File: config.mk
export PLATFORM = sky130hd
export DESIGN_NAME = unique_key_set_table_flat
export DESIGN_NICKNAME = d
export VERILOG_FILES = /design/src/rtl/core/ukst_pkg.sv /design/src/rtl/core/ukst_req_if.sv /design/src/rtl/core/ukst_rsp_if.sv /design/src/rtl/core/ukst_ram.sv /design/src/rtl/core/ukst_dp.sv /design/src/rtl/core/ukst_ctrl.sv /design/src/rtl/core/unique_key_set_table.sv /design/src/flat_wrapper.sv
export SDC_FILE = /design/constraint.sdc
export NUM_CORES = 1
export LEC_CHECK = 0
export ABC_AREA = 1
export BUFFER_PORTS_ARGS = -buffer_cell sky130_fd_sc_hd__buf_2
export CAP_MARGIN = 25
export CORE_MARGIN = 2
export CORE_UTILIZATION = 62
export DETAILED_ROUTE_END_ITERATION = 10
export PLACE_DENSITY = 0.79
export SYNTH_ARGS = -nofsm -noshare
export SYNTH_HDL_FRONTEND = slang
export SYNTH_SLANG_ARGS = --single-unit
File: constraint.sdc
create_clock -name clk_i -period 4.7 [get_ports clk_i]
set_clock_uncertainty 0.15 [all_clocks]
set_input_delay 0.235 -clock clk_i [delete_from_list [all_inputs] [get_ports clk_i]]
set_output_delay 0.235 -clock clk_i [all_outputs]
set_load 0.02 [all_outputs]
File: src/rtl/core/ukst_pkg.sv
// ----------------------------------------------------------------------------
// ukst_pkg: shared types and constants of the unique key set table
// Table geometry, request and status codes, controller/datapath handshake.
// ----------------------------------------------------------------------------
package ukst_pkg;

  localparam int unsigned TABLE_DEPTH = 16;
  localparam int unsigned KEY_WIDTH   = 32;
  localparam int unsigned IDX_W       = $clog2(TABLE_DEPTH);
  localparam int unsigned CNT_W       = $clog2(TABLE_DEPTH + 1);
  localparam int unsigned OP_W        = 2;
  localparam int unsigned ST_W        = 2;

  // request codes, the unused code behaves as lookup
  localparam logic [OP_W-1:0] OP_INSERT = 2'd0;
  localparam logic [OP_W-1:0] OP_REMOVE = 2'd1;
  localparam logic [OP_W-1:0] OP_LOOKUP = 2'd2;

  // result status codes
  localparam logic [ST_W-1:0] ST_OK      = 2'd0;
  localparam logic [ST_W-1:0] ST_DUP     = 2'd1;
  localparam logic [ST_W-1:0] ST_FULL    = 2'd2;
  localparam logic [ST_W-1:0] ST_MISSING = 2'd3;

  // controller to datapath
  typedef struct packed {
    logic start;   // capture request, rewind scan
    logic scan;    // one compare/read step
    logic shift;   // one compaction step
    logic commit;  // update table, load result register
  } ukst_cmd_t;

  // datapath to controller
  typedef struct packed {
    logic ins_full;
    logic hit;
    logic miss;
    logic is_remove;
    logic shift_done;
    logic out_free;
  } ukst_stat_t;

endpackage

File: src/rtl/core/ukst_req_if.sv
// ----------------------------------------------------------------------------
// ukst_req_if: request channel of the unique key set table
// Valid/ready channel carrying an operation code and a key.
// ----------------------------------------------------------------------------
interface ukst_req_if import ukst_pkg::*; ();

  logic                 valid;
  logic                 ready;
  logic [OP_W-1:0]      op;
  logic [KEY_WIDTH-1:0] key;

  modport source (output valid, output op, output key, input ready);
  modport sink   (input valid, input op, input key, output ready);

endinterface

File: src/rtl/core/ukst_rsp_if.sv
// ----------------------------------------------------------------------------
// ukst_rsp_if: response channel of the unique key set table
// Valid/ready channel carrying status, count and position.
// ----------------------------------------------------------------------------
interface ukst_rsp_if import ukst_pkg::*; ();

  logic             valid;
  logic             ready;
  logic [ST_W-1:0]  status;
  logic [CNT_W-1:0] count;
  logic [IDX_W-1:0] position;

  modport source (output valid, output status, output count, output position, input ready);
  modport sink   (input valid, input status, input count, input position, output ready);

endinterface

File: src/rtl/core/ukst_ram.sv
// ----------------------------------------------------------------------------
// ukst_ram: generic single write, single read RAM
// One write port, one read port with registered read data.
// ----------------------------------------------------------------------------
module ukst_ram #(
  parameter int unsigned WIDTH = 32,
  parameter int unsigned DEPTH = 16
) (
  input  logic                     clk_i,
  input  logic                     we_i,
  input  logic [$clog2(DEPTH)-1:0] waddr_i,
  input  logic [WIDTH-1:0]         wdata_i,
  input  logic [$clog2(DEPTH)-1:0] raddr_i,
  output logic [WIDTH-1:0]         rdata_o
);

  logic [WIDTH-1:0] mem [DEPTH];
  logic [WIDTH-1:0] rdata_q;

  always_ff @(posedge clk_i) begin
    if (we_i) begin
      mem[waddr_i] <= wdata_i;
    end
    rdata_q <= mem[raddr_i];
  end

  assign rdata_o = rdata_q;

endmodule

File: src/rtl/core/ukst_dp.sv
// ----------------------------------------------------------------------------
// ukst_dp: datapath of the unique key set table
// Entry RAM, fill count, scan and shift pointers, result register.
// ----------------------------------------------------------------------------
module ukst_dp import ukst_pkg::*; (
  input  logic                 clk_i,
  input  logic                 rst_ni,
  input  ukst_cmd_t            cmd_i,
  output ukst_stat_t           stat_o,
  input  logic [OP_W-1:0]      op_i,
  input  logic [KEY_WIDTH-1:0] key_i,
  input  logic                 rsp_ready_i,
  output logic                 rsp_valid_o,
  output logic [ST_W-1:0]      status_o,
  output logic [CNT_W-1:0]     count_o,
  output logic [IDX_W-1:0]     position_o
);

  logic [OP_W-1:0]      op_q;
  logic [KEY_WIDTH-1:0] key_q;
  logic [CNT_W-1:0]     count_q, count_d;
  logic [CNT_W-1:0]     rd_idx_q;
  logic                 cmp_vld_q;
  logic [IDX_W-1:0]     cmp_idx_q;
  logic                 hit_q;
  logic [IDX_W-1:0]     at_q;
  logic [CNT_W-1:0]     src_q;
  logic [IDX_W-1:0]     dst_q;
  logic                 sh_vld_q;
  logic                 rsp_valid_q;
  logic [ST_W-1:0]      status_q, status_d;
  logic [CNT_W-1:0]     rsp_count_q;
  logic [IDX_W-1:0]     position_q, position_d;

  logic                 is_ins, is_rem, ins_full;
  logic                 rd_avail, src_avail, hit_now;
  logic                 we;
  logic [IDX_W-1:0]     waddr, raddr;
  logic [KEY_WIDTH-1:0] wdata, rdata;

  assign is_ins    = (op_q == OP_INSERT);
  assign is_rem    = (op_q == OP_REMOVE);
  assign ins_full  = is_ins && (count_q == CNT_W'(TABLE_DEPTH));
  assign rd_avail  = (rd_idx_q < count_q);
  assign src_avail = (src_q < count_q);
  assign hit_now   = cmp_vld_q && (rdata == key_q);

  assign stat_o.ins_full   = ins_full;
  assign stat_o.hit        = hit_now;
  assign stat_o.miss       = !hit_now && !rd_avail;
  assign stat_o.is_remove  = is_rem;
  assign stat_o.shift_done = !sh_vld_q && !src_avail;
  assign stat_o.out_free   = !rsp_valid_q || rsp_ready_i;

  // single port pair: scan or shift reads, shift or append writes
  assign raddr = cmd_i.shift ? src_q[IDX_W-1:0] : rd_idx_q[IDX_W-1:0];
  assign we    = (cmd_i.commit && is_ins && !ins_full && !hit_q) || (cmd_i.shift && sh_vld_q);
  assign waddr = cmd_i.shift ? dst_q : count_q[IDX_W-1:0];
  assign wdata = cmd_i.shift ? rdata : key_q;

  ukst_ram #(
    .WIDTH (KEY_WIDTH),
    .DEPTH (TABLE_DEPTH)
  ) u_ram (
    .clk_i   (clk_i),
    .we_i    (we),
    .waddr_i (waddr),
    .wdata_i (wdata),
    .raddr_i (raddr),
    .rdata_o (rdata)
  );

  // result of the finished request
  always_comb begin
    status_d   = ST_OK;
    position_d = at_q;
    count_d    = count_q;
    if (is_ins) begin
      if (ins_full) begin
        status_d   = ST_FULL;
        position_d = '0;
      end else if (!hit_q) begin
        position_d = count_q[IDX_W-1:0];
        count_d    = count_q + CNT_W'(1);
      end else begin
        status_d = ST_DUP;
      end
    end else if (!hit_q) begin
      status_d   = ST_MISSING;
      position_d = '0;
    end else if (is_rem) begin
      count_d = count_q - CNT_W'(1);
    end
  end

  always_ff @(posedge clk_i or negedge rst_ni) begin
    if (!rst_ni) begin
      count_q     <= '0;
      rsp_valid_q <= 1'b0;
      cmp_vld_q   <= 1'b0;
      sh_vld_q    <= 1'b0;
      hit_q       <= 1'b0;
    end else begin
      if (cmd_i.commit) begin
        count_q     <= count_d;
        rsp_valid_q <= 1'b1;
      end else if (rsp_ready_i) begin
        rsp_valid_q <= 1'b0;
      end
      if (cmd_i.start) begin
        cmp_vld_q <= 1'b0;
        hit_q     <= 1'b0;
      end else if (cmd_i.scan) begin
        cmp_vld_q <= rd_avail;
        if (hit_now) begin
          hit_q    <= 1'b1;
          sh_vld_q <= 1'b0;
        end
      end else if (cmd_i.shift) begin
        sh_vld_q <= src_avail;
      end
    end
  end

  always_ff @(posedge clk_i) begin
    if (cmd_i.start) begin
      op_q     <= op_i;
      key_q    <= key_i;
      rd_idx_q <= '0;
    end
    if (cmd_i.scan) begin
      cmp_idx_q <= rd_idx_q[IDX_W-1:0];
      if (rd_avail) begin
        rd_idx_q <= rd_idx_q + CNT_W'(1);
      end
      if (hit_now) begin
        at_q  <= cmp_idx_q;
        src_q <= CNT_W'(cmp_idx_q) + CNT_W'(1);
      end
    end
    if (cmd_i.shift && src_avail) begin
      src_q <= src_q + CNT_W'(1);
      dst_q <= IDX_W'(src_q - CNT_W'(1));
    end
    if (cmd_i.commit) begin
      status_q    <= status_d;
      rsp_count_q <= count_d;
      position_q  <= position_d;
    end
  end

  assign rsp_valid_o = rsp_valid_q;
  assign status_o    = status_q;
  assign count_o     = rsp_count_q;
  assign position_o  = position_q;

endmodule

File: src/rtl/core/ukst_ctrl.sv
// ----------------------------------------------------------------------------
// ukst_ctrl: controller of the unique key set table
// Sequences accept, scan, compaction and result commit.
// ----------------------------------------------------------------------------
module ukst_ctrl import ukst_pkg::*; (
  input  logic       clk_i,
  input  logic       rst_ni,
  input  logic       req_valid_i,
  output logic       req_ready_o,
  input  ukst_stat_t stat_i,
  output ukst_cmd_t  cmd_o
);

  localparam logic [1:0] S_IDLE  = 2'd0;
  localparam logic [1:0] S_SCAN  = 2'd1;
  localparam logic [1:0] S_SHIFT = 2'd2;
  localparam logic [1:0] S_DONE  = 2'd3;

  logic [1:0] state_q, state_d;

  always_comb begin
    state_d     = state_q;
    cmd_o       = '0;
    req_ready_o = 1'b0;
    case (state_q)
      S_IDLE: begin
        req_ready_o = 1'b1;
        if (req_valid_i) begin
          cmd_o.start = 1'b1;
          state_d     = S_SCAN;
        end
      end
      S_SCAN: begin
        if (stat_i.ins_full) begin
          state_d = S_DONE;
        end else begin
          cmd_o.scan = 1'b1;
          if (stat_i.hit) begin
            state_d = stat_i.is_remove ? S_SHIFT : S_DONE;
          end else if (stat_i.miss) begin
            state_d = S_DONE;
          end
        end
      end
      S_SHIFT: begin
        cmd_o.shift = 1'b1;
        if (stat_i.shift_done) begin
          state_d = S_DONE;
        end
      end
      S_DONE: begin
        if (stat_i.out_free) begin
          cmd_o.commit = 1'b1;
          state_d      = S_IDLE;
        end
      end
      default: begin
        state_d = S_IDLE;
      end
    endcase
  end

  always_ff @(posedge clk_i or negedge rst_ni) begin
    if (!rst_ni) begin
      state_q <= S_IDLE;
    end else begin
      state_q <= state_d;
    end
  end

endmodule

File: src/rtl/core/unique_key_set_table.sv
// ----------------------------------------------------------------------------
// unique_key_set_table: bounded set of unique keys in insertion order
// Insert, remove and lookup on a packed table with one result per request.
// ----------------------------------------------------------------------------
// usage
//   req_i: valid/ready channel, op (insert, remove, lookup) and key
//   rsp_o: valid/ready channel, status, count after the request, position
//   one request is in work at a time; req_i.ready is high only while idle
//   the scan compares the stored keys in order and ends at the first hit or,
//   with n stored keys, at a miss after all n; accept and commit are
//   states of their own before and after the scan
//   a remove then compacts the entries behind the hit, one entry moved per
//   cycle; the slowest item is the remove of the first entry of a full table
//   an insert into a full table skips the scan
//   the rate is set by the single read port of the entry RAM, which both
//   the compare scan and the compaction pass go through
//   reset empties the table (fill count cleared) and drops any pending item
//   the result sits in an output register: the next request is accepted
//   while it waits, and a stalled rsp_o only holds the following commit
// ----------------------------------------------------------------------------
module unique_key_set_table import ukst_pkg::*; (
  input  logic       clk_i,
  input  logic       rst_ni,
  ukst_req_if.sink   req_i,
  ukst_rsp_if.source rsp_o
);

  ukst_cmd_t  cmd;   // controller commands
  ukst_stat_t stat;  // datapath status flags

  // sequencer: idle, scan, compaction, commit
  ukst_ctrl u_ctrl (
    .clk_i       (clk_i),
    .rst_ni      (rst_ni),
    .req_valid_i (req_i.valid),
    .req_ready_o (req_i.ready),
    .stat_i      (stat),
    .cmd_o       (cmd)
  );

  // entry storage, pointers and result register
  ukst_dp u_dp (
    .clk_i       (clk_i),
    .rst_ni      (rst_ni),
    .cmd_i       (cmd),
    .stat_o      (stat),
    .op_i        (req_i.op),
    .key_i       (req_i.key),
    .rsp_ready_i (rsp_o.ready),
    .rsp_valid_o (rsp_o.valid),
    .status_o    (rsp_o.status),
    .count_o     (rsp_o.count),
    .position_o  (rsp_o.position)
  );

endmodule
File: src/flat_wrapper.sv
// flat-port wrapper written by rule: the top's interface ports become plain ports
module unique_key_set_table_flat import ukst_pkg::*;
  (clk_i, rst_ni, req_i_valid, req_i_op, req_i_key, req_i_ready, rsp_o_valid, rsp_o_status, rsp_o_count, rsp_o_position, rsp_o_ready);
  ukst_req_if req_i_i ();
  ukst_rsp_if rsp_o_i ();
  input  logic clk_i;
  input  logic rst_ni;
  input wire logic [$bits(req_i_i.valid)-1:0] req_i_valid;
  input wire logic [$bits(req_i_i.op)-1:0] req_i_op;
  input wire logic [$bits(req_i_i.key)-1:0] req_i_key;
  output wire logic [$bits(req_i_i.ready)-1:0] req_i_ready;
  output wire logic [$bits(rsp_o_i.valid)-1:0] rsp_o_valid;
  output wire logic [$bits(rsp_o_i.status)-1:0] rsp_o_status;
  output wire logic [$bits(rsp_o_i.count)-1:0] rsp_o_count;
  output wire logic [$bits(rsp_o_i.position)-1:0] rsp_o_position;
  input wire logic [$bits(rsp_o_i.ready)-1:0] rsp_o_ready;
  assign req_i_i.valid = req_i_valid;
  assign req_i_i.op = req_i_op;
  assign req_i_i.key = req_i_key;
  assign req_i_ready = req_i_i.ready;
  assign rsp_o_valid = rsp_o_i.valid;
  assign rsp_o_status = rsp_o_i.status;
  assign rsp_o_count = rsp_o_i.count;
  assign rsp_o_position = rsp_o_i.position;
  assign rsp_o_i.ready = rsp_o_ready;
  unique_key_set_table u_core (.clk_i(clk_i), .rst_ni(rst_ni), .req_i(req_i_i), .rsp_o(rsp_o_i));
endmodule
Word-level counts from Yosys, hierarchy flattened
Memories as Yosys holds them, arrays and structs flattened. A register that Yosys moved wholly into a read port is not among the register bits.
Cells that the tools add are included.
Word-level totals
  register bits after elaboration: 78
  memory bits (writable): 512
  input port bits: 38
  output and inout bits: 13
  logic and storage cells: 118
  memories: 1
Memories
  u_core.u_dp.u_ram.mem: depth 16, width 32, rd ports 1, clocked after Yosys merged registers in 1, wr ports 1, line ukst_ram.sv:17  | logic [WIDTH-1:0] mem [DEPTH];
Operators by class
  add/sub/neg operators: 6
  $lt $le $gt $ge: 2
  equal/unequal tests: 11
  multiplexer cells: 50
  bitwise operators: 1
  reductions and logical operators: 31
Operators by type and width (count)
  2-to-1 mux 5 bit: 11
  == test 32 bit: 1
  2-to-1 mux 32 bit: 1
  2-to-1 mux 4 bit: 6
  2-to-1 mux 1 bit: 22
  2-to-1 mux 2 bit: 9
  adder 5 x 1 -> 5 bit (second input constant): 3
  nonzero test 2 bit: 6
  < comparator 5 bit: 2
  logical AND 1 bit: 9
  one-hot mux 2 bit (4 select lines): 1
  logical NOT 1 bit: 7
  AND reduction 2 bit: 3
  adder 4 x 1 -> 5 bit (second input constant): 1
  == test 5 bit (second input constant): 1
  subtractor 5 x 1 -> 5 bit (second input constant): 1
  == test 2 x 1 -> 1 bit (second input constant): 2
  == test 2 bit (second input constant): 2
  logical NOT 2 bit: 2
  != test 2 x 1 -> 1 bit (second input constant): 2
  != test 2 bit (second input constant): 2
  != test 4 x 3 -> 1 bit (second input constant): 1
  AND reduction 4 bit: 1
  subtractor 4 x 1 -> 4 bit (second input constant): 1
  other kinds (3): 4

Depth between registers and ports, before layout
Gate-level depths: netlist (run 1).
  depth after elaboration: 10
  mapped depth: 13
  mapped depth without buffers: 13

Modules after synthesis
A second synthesis (run 1) with hierarchy kept.
Second synthesis, totals
  cells, all modules: 2707
  area total of the unflattened synthesis: 27433.8 µm²
By module, submodules not included
  ukst_ram: times used 1, cells an instance 2120, area each 22730.6 µm², sequential area each 16015.4 µm²
  ukst_dp: times used 1, cells an instance 550, area each 4464.3 µm², sequential area each 2187.1 µm²
  ukst_ctrl: times used 1, cells an instance 37, area each 239.0 µm², sequential area each 50.0 µm²

Least setup slack after synthesis (run 1)
Ideal clock, no wire load.
  path type: reg2reg
  start point: reg u_core.u_ctrl.state_q[0]
  end point: mem u_core.u_dp.u_ram.mem[12][0], enable pin
  library setup time: 0.421 ns
  arrival time: 2.943 ns
  data required time: 4.129 ns
  setup slack: 1.186 ns
  stages on the path, launching flop included: 10
  path through: dfrtp_1 -> inv_1 -> ha_1 -> buf_6 -> inv_1 -> clkbuf_1 -> nand2_1 -> o21ai_0 -> or2_2 -> nor2_1
On the way
  word-level cells in the longest chain between the ends: 8
  elaborated cells between the ends (all ways): 12
Ends and longest elaborated chain
  start: declaration: line ukst_ctrl.sv:19  | logic [1:0] state_q, state_d;
  start signal: assignment: line ukst_ctrl.sv:67  | state_q <= state_d;
  == test 2 bit: line ukst_ctrl.sv:25  | case (state_q)
  2-to-1 mux 1 bit: line ukst_ctrl.sv:25
  logical AND 1 bit (3 in a row): line ukst_dp.sv:57  | assign we = (cmd_i.commit && is_ins && !ins_full && !hit_q) || (cmd_i.shift && sh_vld_q);
  logical OR 1 bit: line ukst_dp.sv:57
  2-to-1 mux 1 bit: line ukst_ram.sv:21  | if (we_i) begin
  2-to-1 mux 1 bit (implied by the code): line ukst_ram.sv:22  | mem[waddr_i] <= wdata_i;
  end: declaration: line ukst_ram.sv:17
Parallel ways exist; a longest one is shown, timed or not.

Worst setup path in the final report (run 1)
  start point: reg u_core.u_dp.count_q[1]
  end point: mem u_core.u_dp.u_ram.mem[14][22], enable pin
On the way
  word-level cells in the longest chain between the ends: 8
  elaborated cells between the ends (all ways): 9
Ends and longest elaborated chain
  start: declaration: line ukst_dp.sv:21  | logic [CNT_W-1:0] count_q, count_d;
  start signal: assignment: line ukst_dp.sv:105  | count_q <= count_d;
  == test 5 bit: line ukst_dp.sv:43  | assign ins_full = is_ins && (count_q == CNT_W'(TABLE_DEPTH));
  logical AND 1 bit: line ukst_dp.sv:43
  logical NOT 1 bit: line ukst_dp.sv:57
  logical AND 1 bit (2 in a row): line ukst_dp.sv:57
  logical OR 1 bit: line ukst_dp.sv:57
  2-to-1 mux 1 bit: line ukst_ram.sv:21
  2-to-1 mux 1 bit (implied by the code): line ukst_ram.sv:22
Parallel ways exist; a longest one is shown, timed or not.

==> results of run 1 <==
-- power by group --
group	internal, mW	switching [mW]	total (mW)	leakage (nW)
sequential	7.39	0.390	7.78	5.64
combinational	1.89	5.24	7.13	4.62
clock	2.84	2.03	4.87	0.969
total	12.1	7.66	19.8	11.2
-- sequential cells by signal, indices dropped and copies added, names as in the netlist --
name / cells
u_core.u_dp.hit_q: 1
u_core.u_dp.count_o: 5
u_core.u_dp.op_q: 2
u_core.u_dp.u_ram.mem: 512
u_core.u_ctrl.state_q: 2
u_core.u_dp.src_q: 5
u_core.u_dp.at_q: 4
u_core.u_dp.cmp_vld_q: 1
u_core.u_dp.count_q: 5
u_core.u_dp.cmp_idx_q: 4
u_core.u_dp.position_o: 4
u_core.u_dp.rsp_valid_o: 1
u_core.u_dp.dst_q: 4
u_core.u_dp.key_q: 32
u_core.u_dp.u_ram.rdata_o: 32
u_core.u_dp.status_o: 2
u_core.u_dp.rd_idx_q: 5
u_core.u_dp.sh_vld_q: 1
-- layout by cell type, fill, tap and decap left out, drive strengths merged, types with 64 or more instances in the layout --
cell type / netlist / final
edfxtp: 574 / 574
inv: 353 / 355
a21oi: 178 / 178
o21ai: 220 / 220
buf: 85 / 102
o211ai: 96 / 96
nor2: 64 / 64
nand2: 362 / 362
nand3: 167 / 167
clkbuf: 31 / 95
-- through the flow --
stage / power, mW / instances / hold slack, ns / cell area (µm²)
floorplan: 12.4 / 2280 / -0.211 / 26200
global placement: 14.6 / 2801 / -0.0214 / 27100
detailed placement: 14.8 / 2802 / -0.0194 / 27100
CTS: 19.7 / 2954 / 0.133 / 29500
global route: 20.7 / 2957 / 0.161 / 29600
finish: 19.8 / 2957 / 0.165 / 29600
-- cell type report --
| cell class | count | area, µm² |
|---|---|---|
| Clock buffer | 95 | 1750 |
| Clock inverter | 19 | 262 |
| Fill cell | 2839 | 12300 |
| Inverter | 354 | 1330 |
| Multi-Input combinational cell | 1188 | 6200 |
| Sequential cell | 622 | 18300 |
| Tap cell | 539 | 674 |
| Timing Repair Buffer | 140 | 1120 |
-- final timing paths --
kind | startpoint | end | slack [ns] | cells after the start
max reg2reg | u_core.u_dp.count_q[1]$_DFFE_PN0P_ | u_core.u_dp.u_ram.mem[14][22]$_DFFE_PP_ | 1.11 | 10
max | u_core.u_dp.count_q[1]$_DFFE_PN0P_ | u_core.u_dp.u_ram.mem[14][22]$_DFFE_PP_ | 1.11 | 10
min reg2reg | u_core.u_dp.cmp_idx_q[2]$_DFFE_PP_ | u_core.u_dp.at_q[2]$_DFFE_PP_ | 0.31 | 0
max in group asynchronous | rst_ni | u_core.u_dp.count_q[3]$_DFFE_PN0P_ | 3.49 | 3
min in group asynchronous | rst_ni | u_core.u_dp.count_q[2]$_DFFE_PN0P_ | 0.54 | 3
min | req_i_key[23] | u_core.u_dp.key_q[23]$_DFFE_PP_ | 0.16 | 2
-- routing by layer --
layer | vias up | global-route usage [%] | share of wire [%]
met5 | - | 0 | 0
met4 | 0 | 12.4 | 4.1
met3 | 153 | 5.10 | 9.8
met2 | 981 | 49.4 | 48
met1 | 8376 | 40.7 | 38
li1 | 8130 | - | -
-- timing repair --
action	4_1_cts	5_1_grt
hold endpoints to repair	52	0
setup buffers	0	0
hold buffers	38	0
endpoints found under the setup margin	0	0
-- worst max-delay path, stage by stage, from the launching register on --
cell and delay, ns:
dfrtp_1 0.50, inv_1 0.19, ha_1 0.22, nand3_1 0.14, nor2_4 0.07, nor2_1 0.17
inv_1 0.10, o31ai_4 0.35, nand3_1 0.42, nor2_4 0.47, buf_4 0.45
-- cells by family after synthesis --
group                    count (synthesis)  synth area share, %
multiplexers                             1               0.0382
flip-flops                             622                 69.7
AO/OA/AOI/OAI                          522                 11.4
adder cells (fa/ha/maj)                 18                0.860
AND/OR/NAND/NOR                        637                 10.4
XOR/XNOR                                10                0.335
buffers and inverters                  470                 7.25
==> flow_metrics.py, run 1 <==
metrics = {
    "run_status": {
        "outcome": "complete, no violations",
    },
    "floorplan": {
        "die-width_um": 209,
        "dieArea_um2": 43900,
        "coreArea_um2": 41900,
        "start_util_pct": 62.5,
        "ios": 51,
        "rows": 75,
        "dieHeight_um": 209,
    },
    "yosys": {
        "async_flop_share_pct": 1.77,
        "yosysMostFrequentCell": "edfxtp_1",
        "yosysTopAreaCell": "edfxtp_1",
        "synth_flop_cell": "edfxtp_1",
        "synthTopCellsByCount": "edfxtp_1 (574), nand2_1 (361), inv_1 (351)",
        "synth_cell_types": 45,
        "ys.warnings.count": 0,
        "synth.avg_cell_area_um2": 11.5,
        "syn_area_um2": 26200,
        "synth_edf_count": 574,
        "synth.area.top_cells": "edfxtp_1 (66%), nand2_1 (5.2%), inv_1 (5.0%)",
        "synth_nets": 2336,
        "synth_top_area_share_pct": 65.8,
        "syn_inst": 2280,
        "ys_seq_area_share_pct": 69.7,
        "yosys_register_bits": 622,
    },
    "grt": {
        "overflow": 0,
        "grt_pass1_wl_um": 99200,
        "antenna_found_initial": 0,
        "grt.total_usage_pct": 30.2,
        "grt_max_degree": 189,
        "first_global_vias": 16800,
    },
    "drt": {
        "vias": 17600,
        "drt_wl_total_um": 65500,
        "ant_nets": 0,
        "wl_per_cell_um": 22.1,
        "first_iter_violations": 2271,
        "drc": 0,
        "drtPass1Iterations": 6,
        "viasPerCell": 5.97,
    },
    "sta": {
        "rsz0062_at_grt": "false",
        "hold_viol_final": 0,
        "period_share_pct": 76.4,
        "fin_ws_ns": 1.11,
        "slew_violations": 0,
        "fin_crit_ns": 3.59,
        "fmax_ghz": 0.279,
        "setup_viol": 0,
        "max_slew.worst_pin.slew_ns": 1.11,
        "max-slew-margin-rel_pct": 25.5,
        "final.setup.tns_ns": 0,
    },
    "place": {
        "hpwl_um": 40100,
        "numPortBuffers": 50,
        "pre_cts_slack_ns": 1.20,
        "gp_congestion": 0.981,
    },
    "clock_tree": {
        "clk_pin_slew_ns": 0.06,
        "cts_buffers": 60,
        "cts_tree": "done",
        "cts_resized": 0,
        "clock-sinks": 622,
        "worst_skew_pair.late_latency_ns": 0.64,
        "cts_root_buf": "clkbuf_16",
        "htreeDepth": 2,
        "clockBufferDepth": 3,
    },
    "job": {
        "cap_violations": 0,
    },
    "pwr": {
        "ir_drop_mv": 0.520,
        "powerDensity_nw_per_um2": 668,
        "power.leakage_nw": 11.2,
    },
    "critical_path": {
        "cp-end-kind": "flop",
        "start_kind": "flop",
        "path_max_fanout": 22,
        "crit_required_ns": 4.83,
        "path_class": "reg -> reg",
        "critPathArrivalTime_ns": 3.72,
    },
    "layout": {
        "insertedDiodeCount": 0,
        "fin_util_pct": 70.7,
        "syn_to_final_growth_pct": 13.0,
        "nNetsFinal": 2422,
        "drive_above_1_share_pct": 9.64,
    },
    "hold_path": {
        "hold_path.class": "in -> reg",
    },
}
(Power assumes the default switching activity.)
==> run 2, diff against run 1 <==
--- a/config.mk
+++ b/config.mk
@@ -5,13 +5,13 @@
 export SDC_FILE = /design/constraint.sdc
 export NUM_CORES = 1
 export LEC_CHECK = 0
-export ABC_AREA = 1
+export ABC_AREA = 0
 export BUFFER_PORTS_ARGS = -buffer_cell sky130_fd_sc_hd__buf_2
 export CAP_MARGIN = 25
 export CORE_MARGIN = 2
-export CORE_UTILIZATION = 62
+export CORE_UTILIZATION = 56
 export DETAILED_ROUTE_END_ITERATION = 10
-export PLACE_DENSITY = 0.79
+export PLACE_DENSITY = 0.75
 export SYNTH_ARGS = -nofsm -noshare
 export SYNTH_HDL_FRONTEND = slang
 export SYNTH_SLANG_ARGS = --single-unit
==> constraint.sdc (replaced) <==
create_clock -name clk_i -period 3.3 [get_ports clk_i]
set_clock_uncertainty 0.15 [all_clocks]
set_input_delay 0.165 -clock clk_i [delete_from_list [all_inputs] [get_ports clk_i]]
set_output_delay 0.165 -clock clk_i [all_outputs]
set_load 0.02 [all_outputs]
==> run 2 against run 1 <==
  * Design area is 4.4% lower
  * Fmax increased by 14%
  * Highest routed layer unchanged
  * Global-route usage decreased by 5.9 points
  * Die area up 2.9%
  * Largest cell class unchanged
  * Combinational power rose by 23%
  * Critical endpoint is now u_core.u_dp.u_ram.mem[9][31]$_DFFE_PP_
==> flow_metrics.py, run 2 <==
metrics = {
    "layout": {
        "nNetsFinal": 1452,
        "largest_register_ffs": 512,
        "insertedDiodeCount": 0,
        "syn_to_final_growth_pct": 16.2,
        "fin_util_pct": 65.8,
        "top_register": "u_core.u_dp.u_ram.mem",
        "drive_above_1_share_pct": 27.2,
        "final_common_cell": "edfxtp_1",
        "layout_common_cells": "edfxtp_1 (574), mux4_2 (128), nand2_1 (85), clkbuf_16 (59), buf_2 (50)",
    },
    "yosys": {
        "synth_top_area_share_pct": 70.8,
        "yosysTopAreaCell": "edfxtp_1",
        "ys.warnings.count": 0,
        "synth_cell_types": 51,
        "syn_inst": 1240,
        "synth.avg_cell_area_um2": 19.6,
        "yosysMostFrequentCell": "edfxtp_1",
        "synth_nets": 1296,
        "synth_flop_cell": "edfxtp_1",
        "synth_edf_count": 574,
        "async_flop_share_pct": 1.77,
        "syn_area_um2": 24400,
        "yosys_register_bits": 622,
        "ys_seq_area_share_pct": 75.0,
        "synth.area.top_cells": "edfxtp_1 (71%), mux4_2 (12%), dfxtp_1 (3.0%)",
        "synthTopCellsByCount": "edfxtp_1 (574), mux4_2 (128), nand2_1 (85)",
    },
    "sta": {
        "fin_crit_ns": 3.16,
        "max-slew-margin-rel_pct": 27.9,
        "rsz0062_at_grt": "false",
        "setup_viol": 0,
        "period_share_pct": 95.8,
        "max_slew.worst_pin.slew_ns": 1.08,
        "fmax_ghz": 0.316,
        "slew_violations": 0,
        "hold_viol_final": 0,
        "final.setup.tns_ns": 0,
    },
    "grt": {
        "grt.total_usage_pct": 24.2,
        "overflow": 0,
        "grt_max_degree": 55,
        "grt_pass1_wl_um": 79000,
        "antenna_found_initial": 0,
        "first_global_vias": 12700,
    },
    "pwr": {
        "p_sw_mw": 8.32,
        "powerDensity_nw_per_um2": 938,
        "power.leakage_nw": 9.39,
        "ir_drop_mv": 0.543,
        "combPwrFrac_pct": 32.9,
        "internal_power_mw": 18.2,
        "seq_power_share_pct": 41.9,
        "power_mw": 26.5,
        "clkPwrFrac_pct": 25.2,
        "switching_share_pct": 31.4,
    },
    "clock_tree": {
        "cts_buffers": 59,
        "clockBufferDepth": 3,
        "clk_pin_slew_ns": 0.06,
        "worst_skew_pair.late_latency_ns": 0.62,
        "htreeDepth": 2,
        "clock-sinks": 622,
        "cts_root_buf": "clkbuf_16",
        "cts_tree": "done",
        "cts_resized": 0,
    },
    "place": {
        "hpwl_um": 28900,
        "gp_congestion": 0.862,
        "numPortBuffers": 50,
    },
    "drt": {
        "ant_nets": 0,
        "drtPass1Iterations": 7,
        "drt_wl_total_um": 52600,
        "viasPerCell": 6.15,
        "first_iter_violations": 1445,
        "drc": 0,
        "wl_per_cell_um": 25.9,
        "vias": 12500,
    },
    "floorplan": {
        "rows": 76,
        "die-width_um": 213,
        "coreArea_um2": 43000,
        "ios": 51,
        "start_util_pct": 56.7,
        "dieHeight_um": 213,
        "dieArea_um2": 45200,
    },
    "critical_path": {
        "critPathArrivalTime_ns": 3.31,
        "start_kind": "flop",
        "rrSetupSlack_ns": 0.14,
        "path_max_fanout": 9,
        "path_class": "reg -> reg",
        "crit_required_ns": 3.45,
        "cp-end-kind": "flop",
    },
    "run_status": {
        "outcome": "complete, no violations",
    },
    "hold_path": {
        "hold_path.class": "in -> reg",
    },
    "job": {
        "cap_violations": 0,
    },
}
==> run 2: changes by cell type in the layout (fill, tap and decap cells not counted), moves of 128 or more <==
cell | previous run | this run
a21oi_1 | 178 | 6
inv_1 | 350 | 17
mux4_2 | 0 | 128
nand2_1 | 361 | 85
nand3_1 | 166 | 13
o21ai_0 | 184 | 10
==> run 2: layer usage <==
layer | up-vias | share of wire, % | track usage, % | wire length [µm]
met5 | - | 0 | 0 | 0
met4 | 0 | 2.8 | 8.32 | 1470
met3 | 96 | 7.0 | 3.32 | 3670
met2 | 553 | 50 | 40.3 | 26200
met1 | 6494 | 40 | 33.5 | 21300
li1 | 5343 | - | - | -
==> run 2: worst paths after layout <==
kind                                                         start                                      to  depth (start not counted)
max in group asynchronous                                   rst_ni    u_core.u_ctrl.state_q[1]$_DFFE_PN0P_                          3
min in group asynchronous                                   rst_ni        u_core.u_dp.sh_vld_q$_DFFE_PN0P_                          3
worst min-delay path                                 req_i_key[24]         u_core.u_dp.key_q[24]$_DFFE_PP_                          2
worst min register to register  u_core.u_dp.cmp_idx_q[0]$_DFFE_PP_           u_core.u_dp.at_q[0]$_DFFE_PP_                          0
worst max-delay path            u_core.u_dp.count_q[0]$_DFFE_PN0P_  u_core.u_dp.u_ram.mem[9][31]$_DFFE_PP_                          9
worst max register to register  u_core.u_dp.count_q[0]$_DFFE_PN0P_  u_core.u_dp.u_ram.mem[9][31]$_DFFE_PP_                          9
==> run 2: through the flow <==
step / setup slack (ns) / hold slack, ns / cells / area [µm²]
final: 0.139 / 0.100 / 2031 / 28300
after detailed placement: 0.195 / -0.0887 / 1880 / 26000
after CTS: 0.179 / 0.0691 / 2029 / 28300
after floorplan: -0.345 / -0.281 / 1240 / 24400
after global placement: 0.289 / -0.0854 / 1880 / 26000
after global routing: 0.00368 / 0.0888 / 2031 / 28300
==> run 2: layout make-up <==
| class | count | area, µm² |
|---|---|---|
| Clock inverter | 38 | 354 |
| Fill cell | 2808 | 14700 |
| Inverter | 18 | 67.6 |
| Timing Repair Buffer | 155 | 1430 |
| Tap cell | 585 | 732 |
| Clock buffer | 73 | 1560 |
| Multi-Input combinational cell | 540 | 5890 |
| Sequential cell | 622 | 18300 |
==> run 2: power by group through the flow <==
| stage | sequential (mW) | combinational (mW) | clock [mW] |
|---|---|---|---|
| final | 11.1 | 8.74 | 6.68 |
| after global routing | 11.2 | 9.47 | 7.06 |
| after CTS | 11.1 | 8.77 | 6.77 |
| after detailed placement | 11.3 | 8.69 | 0 |
| after global placement | 11.2 | 8.48 | 0 |
| after floorplan | 11.1 | 6.16 | 0 |
==> run 2: repair_timing <==
item,4_1_cts,5_1_grt
hold endpoints to repair,51,0
buffers inserted,0,1
hold buffers,38,0
setup endpoints to repair,0,1
==> run 2: logic make-up (layout without fill, tap and decap cells) <==
kind of cell | after synthesis | in the layout | share of synthesized area (%)
AO/OA/AOI/OAI | 111 | 111 | 3.19
AND/OR/NAND/NOR | 193 | 193 | 3.82
multiplexers | 173 | 173 | 13.9
XOR/XNOR | 45 | 45 | 1.62
flip-flops | 622 | 622 | 75.0
buffers and inverters | 78 | 284 | 1.62
adder cells (fa/ha/maj) | 18 | 18 | 0.925
==> run 2: critical path: stages, from the launching register on <==
cell,delay [ns]
dfrtp_1,0.59
inv_1,0.25
ha_1,0.28
nand4bb_1,0.16
and2_1,0.20
nand3_1,0.09
nand2_1,0.16
nand2_1,0.28
nor2_4,0.38
buf_4,0.30
==> run 3, diff against run 2 <==
--- a/config.mk
+++ b/config.mk
@@ -9,9 +9,11 @@
 export BUFFER_PORTS_ARGS = -buffer_cell sky130_fd_sc_hd__buf_2
 export CAP_MARGIN = 25
 export CORE_MARGIN = 2
-export CORE_UTILIZATION = 56
+export CORE_UTILIZATION = 58
+export CTS_BUF_LIST = sky130_fd_sc_hd__clkbuf_2
+export CTS_CLUSTER_SIZE = 25
 export DETAILED_ROUTE_END_ITERATION = 10
-export PLACE_DENSITY = 0.75
+export PLACE_DENSITY = 0.78
 export SYNTH_ARGS = -nofsm -noshare
 export SYNTH_HDL_FRONTEND = slang
 export SYNTH_SLANG_ARGS = --single-unit
==> run 3 against run 2 <==
  * Non-clock buffer count increased by 47
  * Critical path depth is 2 lower
  * Via count rose by 5.6%
  * Core utilization grew 1.9 points
  * Combinational power grew 2%
  * Worst setup slack better by 0.093 ns
  * Final cell count up 7.9%
  * Global-route usage rose by 0.84 points
  * Design area down 0.27%
  * Sequential share of layout area grew 0.17 points
  * Flip-flop and latch count unchanged
==> flow_metrics.py, run 3 (synthesized netlist as in run 2, its figures left out) <==
metrics = {
    "run_status": {
        "outcome": "complete, no violations",
    },
    "clock_tree": {
        "worst_skew_pair.late_latency_ns": 1.19,
        "cts_buffers": 150,
        "cts_resized": 0,
        "htreeDepth": 4,
        "clockBufferDepth": 3,
        "cts_root_buf": "clkbuf_2",
        "clk_pin_slew_ns": 0.10,
        "cts_tree": "done",
        "clock-sinks": 622,
    },
    "sta": {
        "fmax_ghz": 0.326,
        "final.setup.tns_ns": 0,
        "hold_viol_final": 0,
        "max_slew.worst_pin.slew_ns": 1.04,
        "fin_crit_ns": 3.07,
        "setup_viol": 0,
        "slew_violations": 0,
        "rsz0062_at_grt": "false",
        "period_share_pct": 93.0,
        "max-slew-margin-rel_pct": 30.6,
    },
    "grt": {
        "first_global_vias": 13600,
        "overflow": 0,
        "grt.total_usage_pct": 25.1,
        "grt_pass1_wl_um": 80300,
        "grt_max_degree": 65,
        "antenna_found_initial": 2,
    },
    "floorplan": {
        "dieArea_um2": 43600,
        "coreArea_um2": 41700,
        "rows": 75,
        "die-width_um": 209,
        "start_util_pct": 58.4,
        "dieHeight_um": 209,
        "ios": 51,
    },
    "pwr": {
        "clkPwrFrac_pct": 20.4,
        "combPwrFrac_pct": 35.4,
        "powerDensity_nw_per_um2": 889,
        "p_sw_mw": 8.50,
        "seq_power_share_pct": 44.2,
        "internal_power_mw": 16.6,
        "switching_share_pct": 33.9,
        "ir_drop_mv": 0.507,
        "power.leakage_nw": 9.74,
        "power_mw": 25.1,
    },
    "layout": {
        "top_register": "u_core.u_dp.u_ram.mem",
        "fin_util_pct": 67.7,
        "final_common_cell": "edfxtp_1",
        "drive_above_1_share_pct": 34.2,
        "largest_register_ffs": 512,
        "syn_to_final_growth_pct": 15.9,
        "nNetsFinal": 1590,
        "final_area_um2": 28200,
        "layout_common_cells": "edfxtp_1 (574), clkbuf_2 (233), mux4_2 (128), nand2_1 (85), dlygate4sd3_1 (78)",
    },
    "drt": {
        "ant_nets": 0,
        "drc": 0,
        "first_iter_violations": 1474,
        "viasPerCell": 6.02,
        "drt_wl_total_um": 52800,
        "wl_per_cell_um": 24.1,
        "vias": 13200,
        "drtPass1Iterations": 5,
    },
    "place": {
        "numPortBuffers": 50,
        "hpwl_um": 30200,
        "gp_congestion": 0.853,
        "dpl-instance-area_um2": 26000,
    },
    "critical_path": {
        "critPathArrivalTime_ns": 3.78,
        "crit_chain": "inv_1, ha_2, buf_4, nor3_1, a21oi_1, nor2_4, buf_4",
        "path_max_fanout": 36,
        "cp_slowest_stage_delay_ns": 0.71,
        "crit_slowest_cell": "a21oi_1",
        "path_class": "reg -> reg",
        "cp-end-kind": "flop",
        "path_common_cell": "buf_4",
        "crit_required_ns": 4.01,
        "start_kind": "flop",
    },
    "job": {
        "cap_violations": 0,
    },
    "hold_path": {
        "hold_path.class": "in -> reg",
    },
}
-- run 3: worst paths after layout --
| path | startpoint | to | slack [ns] | cells past startpoint |
|---|---|---|---|---|
| worst min-delay path | req_i_key[17] | u_core.u_dp.key_q[17]$_DFFE_PP_ | 0.1 | 3 |
| worst max-delay path | u_core.u_ctrl.state_q[0]$_DFFE_PN0P_ | u_core.u_dp.u_ram.mem[0][12]$_DFFE_PP_ | 0.23 | 7 |
| max in group asynchronous | rst_ni | u_core.u_dp.rsp_valid_o$_DFFE_PN0P_ | 2.10 | 4 |
| worst max register to register | u_core.u_ctrl.state_q[0]$_DFFE_PN0P_ | u_core.u_dp.u_ram.mem[0][12]$_DFFE_PP_ | 0.23 | 7 |
| worst min register to register | u_core.u_dp.cmp_idx_q[0]$_DFFE_PP_ | u_core.u_dp.at_q[0]$_DFFE_PP_ | 0.35 | 0 |
| min in group asynchronous | rst_ni | u_core.u_dp.count_q[2]$_DFFE_PN0P_ | 0.47 | 4 |
-- run 3: repair_timing --
| action | 4_1_cts | 5_1_grt |
|---|---|---|
| setup buffers | 0 | 0 |
| endpoints found under the hold margin | 159 | 0 |
| hold buffers | 78 | 0 |
-- run 3: cell type report --
| type | instances | area, µm² |
|---|---|---|
| Antenna cell | 1 | 2.50 |
| Clock buffer | 233 | 1170 |
| Clock inverter | 36 | 263 |
| Fill cell | 2814 | 13500 |
| Inverter | 18 | 67.6 |
| Multi-Input combinational cell | 540 | 5880 |
| Sequential cell | 622 | 18300 |
| Tap cell | 539 | 674 |
| Timing Repair Buffer | 202 | 1910 |
-- run 3: power groups by stage --
stage                     registers (mW)  logic, mW  clock network, mW
after floorplan                     11.1       6.16                  0
after global placement              11.2       8.55                  0
after detailed placement            11.2       8.82                  0
after CTS                           11.1       8.93               5.24
after global routing                11.1       9.59               5.63
final                               11.1       8.89               5.12
-- run 3: stage by stage --
stage | cells | hold slack [ns] | setup WS, ns
4_1_cts | 2190 | 0.0121 | 0.242
2_1_floorplan | 1240 | -0.281 | -0.345
3_5_place_dp | 1843 | -0.0868 | 0.257
6_report | 2191 | 0.0971 | 0.232
5_1_grt | 2191 | 0.0252 | 0.0754
3_3_place_gp | 1842 | -0.0894 | 0.353
-- run 3: worst max-delay path: cells and delay by family (launching register included) --
family / cells / cell delay, ns
fa+ha+maj: 1 / 0.31
simple gates: 2 / 0.21
compound gates: 1 / 0.71
flops: 1 / 0.45
buf+inv: 3 / 0.97
-- run 3: routing by layer --
metal  up-vias  GRT usage, %  part of all wire [%]
met1      6740          34.7                    41
li1       5715             -                     -
met5         -             0                 0.023
met3       112          5.80                   7.4
met4         2          9.38                   2.5
met2       618          39.7                    49
